$ cat config.mk
export PLATFORM = sky130hd
export DESIGN_NAME = lact_rootdiv
export DESIGN_NICKNAME = d
export VERILOG_FILES = /design/src/lact_pkg.sv /design/src/lact_rootdiv.sv
export SDC_FILE = /design/constraint.sdc
export NUM_CORES = 1
export LEC_CHECK = 0
export ABC_CLOCK_PERIOD_IN_PS = 5100
export BUFFER_PORTS_ARGS = -buffer_cell sky130_fd_sc_hd__buf_2
export CAP_MARGIN = 10
export CELL_PAD_IN_SITES_DETAIL_PLACEMENT = 1
export CELL_PAD_IN_SITES_GLOBAL_PLACEMENT = 1
export CORE_AREA = 2 2 152 154
export CTS_BUF_LIST = sky130_fd_sc_hd__clkbuf_4 sky130_fd_sc_hd__clkbuf_8
export CTS_CLUSTER_DIAMETER = 80
export CTS_CLUSTER_SIZE = 12
export DETAILED_ROUTE_END_ITERATION = 10
export DIE_AREA = 0 0 154 156
export GPL_ROUTABILITY_DRIVEN = 0
export HOLD_SLACK_MARGIN = 0.08
export PLACE_DENSITY_LB_ADDON = 0.12
export RECOVER_POWER = 50
export SLEW_MARGIN = 25
export SYNTH_ARGS = -nofsm -noshare
export SYNTH_HDL_FRONTEND = slang
export SYNTH_SLANG_ARGS = --single-unit
$ cat constraint.sdc
create_clock -name clk_i -period 5.1 [get_ports clk_i]
set_input_delay 1.02 -clock clk_i [delete_from_list [all_inputs] [get_ports clk_i]]
set_output_delay 1.02 -clock clk_i [all_outputs]
set_load 0.03 [all_outputs]
$ cat src/lact_pkg.sv
// ----------------------------------------------------------------------------
// lact_pkg: shared types and constants
// Word widths, opcodes and control bundles of the look-at camera transform.
// ----------------------------------------------------------------------------
package lact_pkg;

  localparam int CoordW = 32;
  localparam int FracB  = 16;
  localparam int MulW   = CoordW + 1;
  localparam int ProdW  = 2 * MulW;
  localparam int AccW   = ProdW + 2;
  localparam int MagW   = 48;
  localparam int RadW   = 60;
  localparam int RootW  = 30;
  localparam int QuoW   = 46;
  localparam int RemW   = 34;
  localparam int CntW   = 6;

  localparam logic [MagW-1:0] FitHi = MagW'(1) << 29;
  localparam logic [MagW-1:0] FitLo = MagW'(1) << 28;

  localparam logic [1:0] OP_SET = 2'd0;
  localparam logic [1:0] OP_W2C = 2'd1;
  localparam logic [1:0] OP_C2W = 2'd2;

  localparam logic [1:0] REG_ORIGIN_X = 2'd0;
  localparam logic [1:0] REG_ORIGIN_Y = 2'd1;
  localparam logic [1:0] REG_ORIGIN_Z = 2'd2;

  typedef struct packed {
    logic       vld;
    logic       first;
    logic       last;
    logic [1:0] tag;
  } mac_ctl_t;

  typedef struct packed {
    logic start;
    logic is_div;
  } rd_ctl_t;

endpackage

$ cat src/lact_rootdiv.sv
// ----------------------------------------------------------------------------
// lact_rootdiv: iterative square root and divider
// One remainder datapath, a root or quotient bit per cycle.
// ----------------------------------------------------------------------------
module lact_rootdiv import lact_pkg::*; (
  input  logic              clk_i,
  input  logic              rst_ni,
  input  rd_ctl_t           ctl_i,
  input  logic [RadW-1:0]   opa_i,
  input  logic [RootW-1:0]  dsr_i,
  output logic              done_o,
  output logic [CoordW-1:0] res_o
);

  logic             busy_q, div_q, done_q;
  logic [CntW-1:0]  cnt_q;
  logic [RemW-1:0]  rem_q;
  logic [RadW-1:0]  num_q;
  logic [QuoW-1:0]  res_q;
  logic [RootW-1:0] dsr_q;
  logic [RemW-1:0]  rem2, trial;
  logic             ge;

  always_comb begin
    if (div_q) begin
      rem2  = {rem_q[RemW-2:0], num_q[RadW-1]};
      trial = RemW'(dsr_q);
    end else begin
      rem2  = {rem_q[RemW-3:0], num_q[RadW-1:RadW-2]};
      trial = {res_q[RemW-3:0], 2'b01};
    end
    ge = (rem2 >= trial);
  end

  always_ff @(posedge clk_i or negedge rst_ni) begin
    if (!rst_ni) begin
      busy_q <= 1'b0;
      div_q  <= 1'b0;
      done_q <= 1'b0;
      cnt_q  <= '0;
      rem_q  <= '0;
      num_q  <= '0;
      res_q  <= '0;
      dsr_q  <= '0;
    end else begin
      done_q <= 1'b0;
      if (ctl_i.start) begin
        busy_q <= 1'b1;
        div_q  <= ctl_i.is_div;
        cnt_q  <= ctl_i.is_div ? CntW'(QuoW) : CntW'(RootW);
        rem_q  <= '0;
        num_q  <= opa_i;
        res_q  <= '0;
        dsr_q  <= dsr_i;
      end else if (busy_q) begin
        rem_q <= ge ? rem2 - trial : rem2;
        res_q <= {res_q[QuoW-2:0], ge};
        num_q <= div_q ? {num_q[RadW-2:0], 1'b0} : {num_q[RadW-3:0], 2'b00};
        cnt_q <= cnt_q - 1'b1;
        if (cnt_q == CntW'(1)) begin
          busy_q <= 1'b0;
          done_q <= 1'b1;
        end
      end
    end
  end

  assign done_o = done_q;
  assign res_o  = res_q[CoordW-1:0];

endmodule

==> impl_metrics.ini <==
[timing]
tightest_slew_ps = 2490
final.min_clock_period_ps = 4390
tns_ps = 0
hold_violations = 0
clock_skew_ps = 14.5
rsz0062_at_grt = false
max_slew_margin_pct = -66.1
fin_crit_sh_pct = 86.1
fmax_mhz = 228
setup_violations = 0
report.final.slew_viol_count = 256

[cts]
tritoncts = built
cts_resized = 0
cts_setup_buffers = 0
numCtsBuffers = 17
ctsLongestPathBuffers = 2
htree_levels = 4
clock_latency_ps = 470
cts_sinks = 164
hold_buffers = 0
cts-root-buf = clkbuf_8
clkTransAtPathRegs_ps = 90

[power_and_ir_drop]
p_leak_nw = 5.78
p_per_area_mw_per_mm2 = 474
power.switching_mw = 2.20
combPwrFrac_pct = 49.9
seq_power_share_pct = 30.2
ir_drop_uv = 195
p_sw_share_pct = 40.2
clockPowerShare_pct = 19.9
p_int_mw = 3.27

[yosys]
yosys_register_bits = 164
syn_nets = 1245
syn-mean-instance-area_um2 = 9.25
synth_xor_area_share_pct = 2.29
synth_top_area_share_pct = 39.8
synth_edf_count = 0
synth_commonest_cells = dfrtp_1 (164), nand2_1 (138), mux2i_1 (135)
synth_top_family_by_area = multiplexers
synth_area_leaders = dfrtp_1 (40%), mux2i_1 (13%), mux2_2 (7.0%), o21ai_0 (6.4%), nand2_1 (5.0%)
syn-cell-area_mm2 = 0.0103
synth_compound_area_share_pct = 16.5
synth_top_flop_cell = dfrtp_1
syn-instance-count = 1114
synth.mux.area_fraction_pct = 20.1
yosysTopAreaCell = dfrtp_1
yosys.cell_count.top_type = dfrtp_1
synthAdderAreaFrac_pct = 4.56
ys_warn_count = 0
async_flop_share_pct = 100
ys_seq_area_share_pct = 39.8
synthDistinctLibCells = 61
synth_simple_gate_area_share_pct = 13.3

[die]
rows = 55
fp.dieArea_mm2 = 0.0240
coreArea_mm2 = 0.0224
initial_utilization_pct = 46.1
die_h_um = 156
die_w_um = 154
ioPinCount = 127

[cells_and_area]
nFillCells = 2609
postLayoutCellArea_mm2 = 0.0115
nets = 1333
multi_input_area_mm2 = 0.00585
synthToLayoutAreaGrowth_pct = 11.9
antenna_cells = 0
drive_above_1_share_pct = 20.2
regArea_mm2 = 0.00411

[run_status]
violations = capacitance limit, slew limit
status = complete, but fails checks

[drt]
vias = 8424
antenna_left = 0
dr_wl_met3_um = 704
drt-initial-drc-count = 337
wl_per_cell_um = 17.4
vias_per_cell = 5.62
drtPass1Iterations = 4
routed_wl_um = 26000
drc = 0
routed.top_layer = met4
met1_length_um = 12600
route.met2.wl_um = 12400

[setup_path]
worstPathArrival_ps = 4700
crit_fanout = 52
cpMaxStageDelayCell = dfrtp_4
required_ps = 5410
cp_top_family = compound AO/OA/AOI/OAI gates
setup.worst_path.end_class = flop
worst_path_largest_cell_delay_ps = 940
worstSetupPathType = reg -> reg
worst_setup_path_start_kind = flop
timing.critical_path.mode_cell = buf_4
r2r_slack_ps = 710
path_cells = buf_4, mux2_2, ha_1, and3_1, and4_1, a41o_1, a211oi_4, buf_4, nand2b_1, a21o_1, o311ai_0
path_buf_inv = 2

[hold_path]
min_path_type = reg -> reg

[global_routing]
grt_pass1_wl_um = 43800
grt_max_degree = 107
antenna_found_initial = 0
track_usage_pct = 22.3
grt_pass1_vias = 8528
grt_overflow = 0

[place]
dpl_cell_area_mm2 = 0.0111
detailed_place_hpwl_um = 18100
port_buffers = 126

[flow_run]
maxCapViolCount = 4
[placed cells by master, fill, tap and decap left out, types with 23 or more instances in the layout]
master,instances
mux2i_1,135
buf_2,124
nor2_1,111
a21oi_1,62
a211oi_1,23
mux2_2,64
ha_1,36
nand2_1,138
o21ai_0,131
dfrtp_1,163
[kinds of logic (layout without fill, tap and decap cells)]
logic type	count (synthesis)	in the layout
AND/OR/NAND/NOR	317	317
AO/OA/AOI/OAI	285	285
multiplexers	199	199
flip-flops	164	164
buffers and inverters	85	186
adder cells (fa/ha/maj)	37	37
XOR/XNOR	27	27
[state kept, by name, summed over array words and instances, names as in the netlist]
name,flops
num_q,60
div_q,1
done_o,1
busy_q,1
cnt_q,6
dsr_q,30
rem_q,33
res_q,32
[power groups by stage]
stage               clock network (mW)  registers [mW]  logic, mW
detailed placement                   0            1.68       2.72
global placement                     0            1.67       2.66
CTS                               1.12            1.65       2.74
finish                            1.09            1.65       2.73
global route                      1.16            1.68       3.05
floorplan                            0            1.62       2.16
[final timing paths]
kind | from | end | cells past startpoint
max | div_q$_DFFE_PN0P_ | rem_q[17]$_DFFE_PN0P_ | 11
min | dsr_q[15]$_DFFE_PN0P_ | dsr_q[15]$_DFFE_PN0P_ | 1
min in group asynchronous | rst_ni | dsr_q[10]$_DFFE_PN0P_ | 1
min reg2reg | dsr_q[15]$_DFFE_PN0P_ | dsr_q[15]$_DFFE_PN0P_ | 1
max reg2reg | div_q$_DFFE_PN0P_ | rem_q[17]$_DFFE_PN0P_ | 11
max in group asynchronous | rst_ni | div_q$_DFFE_PN0P_ | 2
[metrics by stage]
step,instances,hold WS [ps],power [mW],util (%),setup WS (ps)
after floorplan,1114,472,3.78,-,1070
after global placement,1468,490,4.33,49.7,852
after detailed placement,1468,496,4.39,49.7,698
after CTS,1500,520,5.51,51.7,678
after global routing,1500,532,5.89,51.6,397
final,1500,516,5.47,51.6,709
[final cells by class]
cell class              instances  share of cell area, %
inverters                      14                  0.455
flip-flops and latches        164                   35.6
clock inverters                10                   1.47
well taps                     285                   3.09
multi-input cells             865                   50.7
repair buffers                140                   6.30
clock buffers                  22                   2.41
[routing by layer]
metal  track usage (%)  vias up
li1                  -     4138
met1              30.5     4122
met2              37.8      139
met3              2.69       25
met4              5.83        0
met5                 0        -
Note: power is estimated with default switching activity, not from simulation.
