[config.mk]
export PLATFORM = sky130hd
export DESIGN_NAME = lact_mac
export DESIGN_NICKNAME = d
export VERILOG_FILES = /design/src/lact_pkg.sv /design/src/lact_mac.sv
export SDC_FILE = /design/constraint.sdc
export NUM_CORES = 2
export LEC_CHECK = 0
export ABC_AREA = 1
export BUFFER_PORTS_ARGS = -buffer_cell sky130_fd_sc_hd__buf_4
export CORE_MARGIN = 4
export CORE_UTILIZATION = 67
export CTS_BUF_LIST = sky130_fd_sc_hd__clkbuf_4 sky130_fd_sc_hd__clkbuf_8
export DETAILED_ROUTE_END_ITERATION = 6
export GPL_TIMING_DRIVEN = 0
export PLACE_DENSITY = 0.85
export SLEW_MARGIN = 20
export SYNTH_ARGS = -nofsm -noshare
export SYNTH_HDL_FRONTEND = slang
export SYNTH_SLANG_ARGS = --single-unit
export TNS_END_PERCENT = 20
[constraint.sdc]
create_clock -name clk_i -period 2.6 [get_ports clk_i]
set_input_delay 0.52 -clock clk_i [delete_from_list [all_inputs] [get_ports clk_i]]
set_output_delay 0.52 -clock clk_i [all_outputs]
set_load 0.01 [all_outputs]
[src/lact_pkg.sv]
// ----------------------------------------------------------------------------
// lact_pkg: shared types and constants
// Word widths, opcodes and control bundles of the look-at camera transform.
// ----------------------------------------------------------------------------
package lact_pkg;

  localparam int CoordW = 32;
  localparam int FracB  = 16;
  localparam int MulW   = CoordW + 1;
  localparam int ProdW  = 2 * MulW;
  localparam int AccW   = ProdW + 2;
  localparam int MagW   = 48;
  localparam int RadW   = 60;
  localparam int RootW  = 30;
  localparam int QuoW   = 46;
  localparam int RemW   = 34;
  localparam int CntW   = 6;

  localparam logic [MagW-1:0] FitHi = MagW'(1) << 29;
  localparam logic [MagW-1:0] FitLo = MagW'(1) << 28;

  localparam logic [1:0] OP_SET = 2'd0;
  localparam logic [1:0] OP_W2C = 2'd1;
  localparam logic [1:0] OP_C2W = 2'd2;

  localparam logic [1:0] REG_ORIGIN_X = 2'd0;
  localparam logic [1:0] REG_ORIGIN_Y = 2'd1;
  localparam logic [1:0] REG_ORIGIN_Z = 2'd2;

  typedef struct packed {
    logic       vld;
    logic       first;
    logic       last;
    logic [1:0] tag;
  } mac_ctl_t;

  typedef struct packed {
    logic start;
    logic is_div;
  } rd_ctl_t;

endpackage

[src/lact_mac.sv]
// ----------------------------------------------------------------------------
// lact_mac: shared multiply-accumulate unit
// Registered signed product followed by a grouped accumulator.
// ----------------------------------------------------------------------------
module lact_mac import lact_pkg::*; (
  input  logic                   clk_i,
  input  logic                   rst_ni,
  input  mac_ctl_t               ctl_i,
  input  logic signed [MulW-1:0] a_i,
  input  logic signed [MulW-1:0] b_i,
  output logic                   done_o,
  output logic [1:0]             tag_o,
  output logic signed [AccW-1:0] acc_o
);

  logic signed [ProdW-1:0] prod_q;
  logic signed [AccW-1:0]  acc_q;
  mac_ctl_t                ctl_q;
  logic                    done_q;
  logic [1:0]              tag_q;

  always_ff @(posedge clk_i or negedge rst_ni) begin
    if (!rst_ni) begin
      prod_q <= '0;
      acc_q  <= '0;
      ctl_q  <= '0;
      done_q <= 1'b0;
      tag_q  <= '0;
    end else begin
      prod_q <= ProdW'(a_i) * ProdW'(b_i);
      ctl_q  <= ctl_i;
      if (ctl_q.vld) begin
        acc_q <= ctl_q.first ? AccW'(prod_q) : acc_q + AccW'(prod_q);
      end
      done_q <= ctl_q.vld & ctl_q.last;
      tag_q  <= ctl_q.tag;
    end
  end

  assign done_o = done_q;
  assign tag_o  = tag_q;
  assign acc_o  = acc_q;

endmodule

==> results.ini, run 1 <==
[place]
post-place-ws_ps=-6740
portBuffers=78
place_congestion=1.08
dpl.hpwl_um=175000

[logic_synthesis]
async_flop_share_pct=100
synthAdderAreaFrac_pct=51.9
ys_types=54
synth_simple_gate_area_share_pct=18.4
syn_area_um2=51100
synth_top_family_by_area=adder cells
muxShareOfSynthArea_pct=0
yosys-top-cells-area=fa_1 (45%), inv_1 (14%), nand2_1 (13%)
netlist_instances=6662
synthXorXnorAreaFrac_pct=1.56
synth.avg_cell_area_um2=7.66
synth_compound_area_share_pct=4.66
yosysTopAreaCellShare_pct=44.9
synth_flop_cell=dfrtp_1
yosys_warnings=0
yosysTopAreaCell=fa_1
ys_seq_elements=142
syn-num-nets=8165
synth-seq-area-share_pct=6.96
synth-edff-count=0

[status]
haltStage=global routing (5_1_grt)
status=aborted with a tool error
error=[ERROR GRT-0232] Routing congestion too high. Check the congestion heatmap in the GUI.

[global_routing]
grt_overflow_total=271
grt.total_usage_pct=82.4
grt_start_max_net_pins=73

[clock_network]
h-tree-depth=4
cts.path.max_buffers=2
cts_inserted_buffers=17
cts.sinks=142
cts_root_buf=clkbuf_8

[floorplan]
die_height_um=284
initial_core_util_pct=68.1
die_w_um=284
num_io_pins=144
row_count=100

[timing]
crit_endpoint=prod_q[65]$_DFF_PN0_/D
endpoint_type=register data pin

==> synth_stat cells, types with 13 or more instances <==
| library cell | number |
|---|---|
| dfrtp_1 | 142 |
| a21o_1 | 13 |
| clkbuf_1 | 284 |
| inv_2 | 23 |
| fa_1 | 1146 |
| ha_1 | 284 |
| a21oi_1 | 175 |
| nor3_1 | 16 |
| nand4_1 | 27 |
| o21bai_1 | 27 |
| nor2_1 | 338 |
| o211ai_1 | 23 |
| inv_1 | 1928 |
| nand2_2 | 24 |
| o21ai_1 | 24 |
| nand2_1 | 1732 |
| xnor2_1 | 28 |
| o21ai_0 | 99 |
| xor2_1 | 63 |
| nand3_1 | 126 |
| nor2_2 | 33 |
| a31oi_1 | 13 |
==> cell families after synthesis <==
logic type,count (synthesis)
adders and majority gates,1430
and+or+nand+nor,2346
DFF,142
buffers and inverters,2243
xor gates and xnor gates,91
AOI/OAI and AO/OA,410
==> stage by stage <==
| stage | utilization [%] | instances | instance area [µm²] | hold slack [ps] |
|---|---|---|---|---|
| CTS | 79.1 | 7895 | 59300 | 4.54 |
| global placement | 71.1 | 7709 | 53300 | 331 |
| floorplan | - | 6662 | 51500 | 224 |
| detailed placement | 71.2 | 7710 | 53300 | 344 |
==> layer usage <==
layer | GRT overflow | global-route usage (%)
met5 | 4 | 53.0
met2 | 123 | 93.3
met4 | 79 | 77.9
met3 | 37 | 74.0
met1 | 28 | 82.9
==> timing repair <==
action | CTS
setup endpoints to repair | 89
hold buffers | 0
cloned | 3
resized for setup | 1033
buffers inserted | 150
pin swaps | 162
==> inputs of run 2 (changes only) <==
--- a/config.mk
+++ b/config.mk
@@ -8,11 +8,10 @@
 export ABC_AREA = 1
 export BUFFER_PORTS_ARGS = -buffer_cell sky130_fd_sc_hd__buf_4
 export CORE_MARGIN = 4
-export CORE_UTILIZATION = 67
-export CTS_BUF_LIST = sky130_fd_sc_hd__clkbuf_4 sky130_fd_sc_hd__clkbuf_8
+export CORE_UTILIZATION = 40
 export DETAILED_ROUTE_END_ITERATION = 6
 export GPL_TIMING_DRIVEN = 0
-export PLACE_DENSITY = 0.85
+export PLACE_DENSITY_LB_ADDON = 0.15
 export SLEW_MARGIN = 20
 export SYNTH_ARGS = -nofsm -noshare
 export SYNTH_HDL_FRONTEND = slang
==> run 2 against run 1 <==
Against the previous run:
- the flow now finishes, with violations (hold timing, setup timing)
- synthesized cell count did not move
- synthesized area did not move
==> results.ini, run 2 <==
[drt]
wl_met2_um=102000
detail_route.wirelength.met1_um=86700
wl_per_cell_um=25.6
dr.pass1.iters=7
vias_per_cell=5.19
drt_iter0_drc=3970
met3_length_um=19000
postRouteAntennaNets=0
top_layer=met4
routed_wl_um=221000
drcViolationCount=0
vias=44900

[timing]
timing.final.ws_setup_ps=-4340
slew_viol_final=0
hold_violations=1
period_share_pct=267
setup_violations=84
finalClockSkew_ps=17.6
max_freq_mhz=144
grt_setup_unrepaired=yes
slew_headroom_pct=21.8
whs_ps=-8.20
min_period_ps=6940
tightest_slew_ps=1170

[place]
place_congestion=0.987  ; was 1.08
dpl.hpwl_um=183000  ; was 175000 µm
dp_cells=8392  ; was 7710
dpl_cell_area_um2=54200  ; was 53300 µm²
portBuffers=78  ; unchanged
post-place-ws_ps=-6630  ; was -6740 ps

[critical_path]
crit_family=adder cells
crit_slowest_cell=fa_2
crit_buf_inv=9
critPathMaxFanout=8
cp_common_cell=fa_1
path_class=primary input to register
crit_path_end_kind=register
critPathRequiredTime_ps=2960
critPathLaunchType=primary input
cp.arrival_ps=7300
slowest_delay_ps=640

[logic_synthesis]
ys_seq_elements=142  ; unchanged
synthTopCellsByCount=inv_1 (1928), nand2_1 (1732), fa_1 (1146), nor2_1 (338)  ; unchanged
synth.avg_cell_area_um2=7.66  ; unchanged
yosysTopAreaCell=fa_1  ; unchanged
ys_types=54  ; unchanged
synth-seq-area-share_pct=6.96  ; unchanged
syn_area_um2=51100  ; unchanged
synth_flop_cell=dfrtp_1  ; unchanged
syn-num-nets=8165  ; unchanged
yosysMostFrequentCell=inv_1  ; unchanged
yosys-top-cells-area=fa_1 (45%), inv_1 (14%), nand2_1 (13%)  ; unchanged
netlist_instances=6662  ; unchanged
async_flop_share_pct=100  ; unchanged
yosys_warnings=0  ; unchanged
yosysTopAreaCellShare_pct=44.9  ; unchanged
synth-edff-count=0  ; unchanged

[layout]
final_util_pct=49.6
largest_reg_flops=68
most-common-layout-cells=inv_1 (1825), nand2_1 (1641), fa_1 (1070)
final_nets=8481
syn_to_final_growth_pct=22.6
diodes=0
drive_gt1_share_pct=18.3
finalNonFillerCells=8640
fin_area_um2=62600
layout_commonest_cell=inv_1

[global_routing]
grt_start_max_net_pins=79
antenna_found_initial=6
grt_overflow_total=0
grt_pass1_wl_um=318000
grt_pass1_vias=46800
grt.total_usage_pct=33.4

[floorplan]
initial_core_util_pct=40.5  ; was 68.1%
num_io_pins=144  ; unchanged
row_count=130  ; was 100
core_area_um2=126000
die_height_um=365  ; was 284 µm
die_w_um=365  ; was 284 µm
dieArea_um2=133000

[clock_network]
clock_latency_ps=450
cts_root_buf=clkbuf_16  ; was clkbuf_8
clk_pin_slew_ps=80
cts_tree=yes
cts.sinks=142  ; unchanged
postCtsHoldBufs=0  ; unchanged
cts.path.max_buffers=2  ; unchanged
cts_inserted_buffers=17  ; unchanged
h-tree-depth=4  ; unchanged

[worst_hold_path]
hp-class=primary input to asynchronous set/reset pin

[job]
drv_cap=0

[status]
violations=hold timing, setup timing
status=finished with violations  ; was aborted with a tool error

## run 2: cell families after synthesis
group                      synth area share, %
and+or+nand+nor                           18.4
xor gates and xnor gates                  1.56
buffers and inverters                     16.5
adders and majority gates                 51.9
DFF                                       6.96
AOI/OAI and AO/OA                         4.66
## run 2: per-stage QoR
step,setup TNS [ps],hold slack (ps)
global route,-236240,36.1
finish,-223020,-8.20
floorplan,-222730,224
detailed placement,-344460,339
CTS,-228350,21.6
global placement,-363500,333
## run 2: worst paths after layout
kind	from	to	slack, ps	cells past startpoint
worst max-delay path	b_i[1]	prod_q[48]	-4340	28
max in group asynchronous	rst_ni	prod_q[27]	1800	2
worst max register to register	acc_o[25]	acc_o[63]	-270	11
worst min register to register	ctl_q[1]	tag_o[1]	370	0
min in group clk_i	ctl_i[1]	ctl_q[1]	180	1
worst min-delay path	rst_ni	acc_o[51]	-8	1
## run 2: repair_timing
| item | 4_1_cts | 5_1_grt |
|---|---|---|
| cloned | 2 | 1 |
| setup buffers | 172 | 43 |
| gates resized for setup | 1146 | 314 |
| endpoints found under the setup margin | 96 | 110 |
| pin swaps | 183 | 125 |
## run 2: layout make-up
class,instances,area [µm²]
multi-input combinational,4277,41800
fill,12500,63600
clock inverter,14,148
clock buffer,17,425
timing repair buffer,297,2680
tap,1650,2060
inverter,1952,7350
sequential,142,3560
buffer,291,4580
## run 2: layer usage
layer | GRT usage, % | vias up
li1 | - | 19500
met1 | 43.7 | 23000
met2 | 54.2 | 1948
met3 | 5.84 | 458
met4 | 15.2 | 0
met5 | 0 | -
Power of run 2 is left out: the tool's default activity adds up to more than one toggle a clock period on the data nets, which glitch-free logic cannot reach.
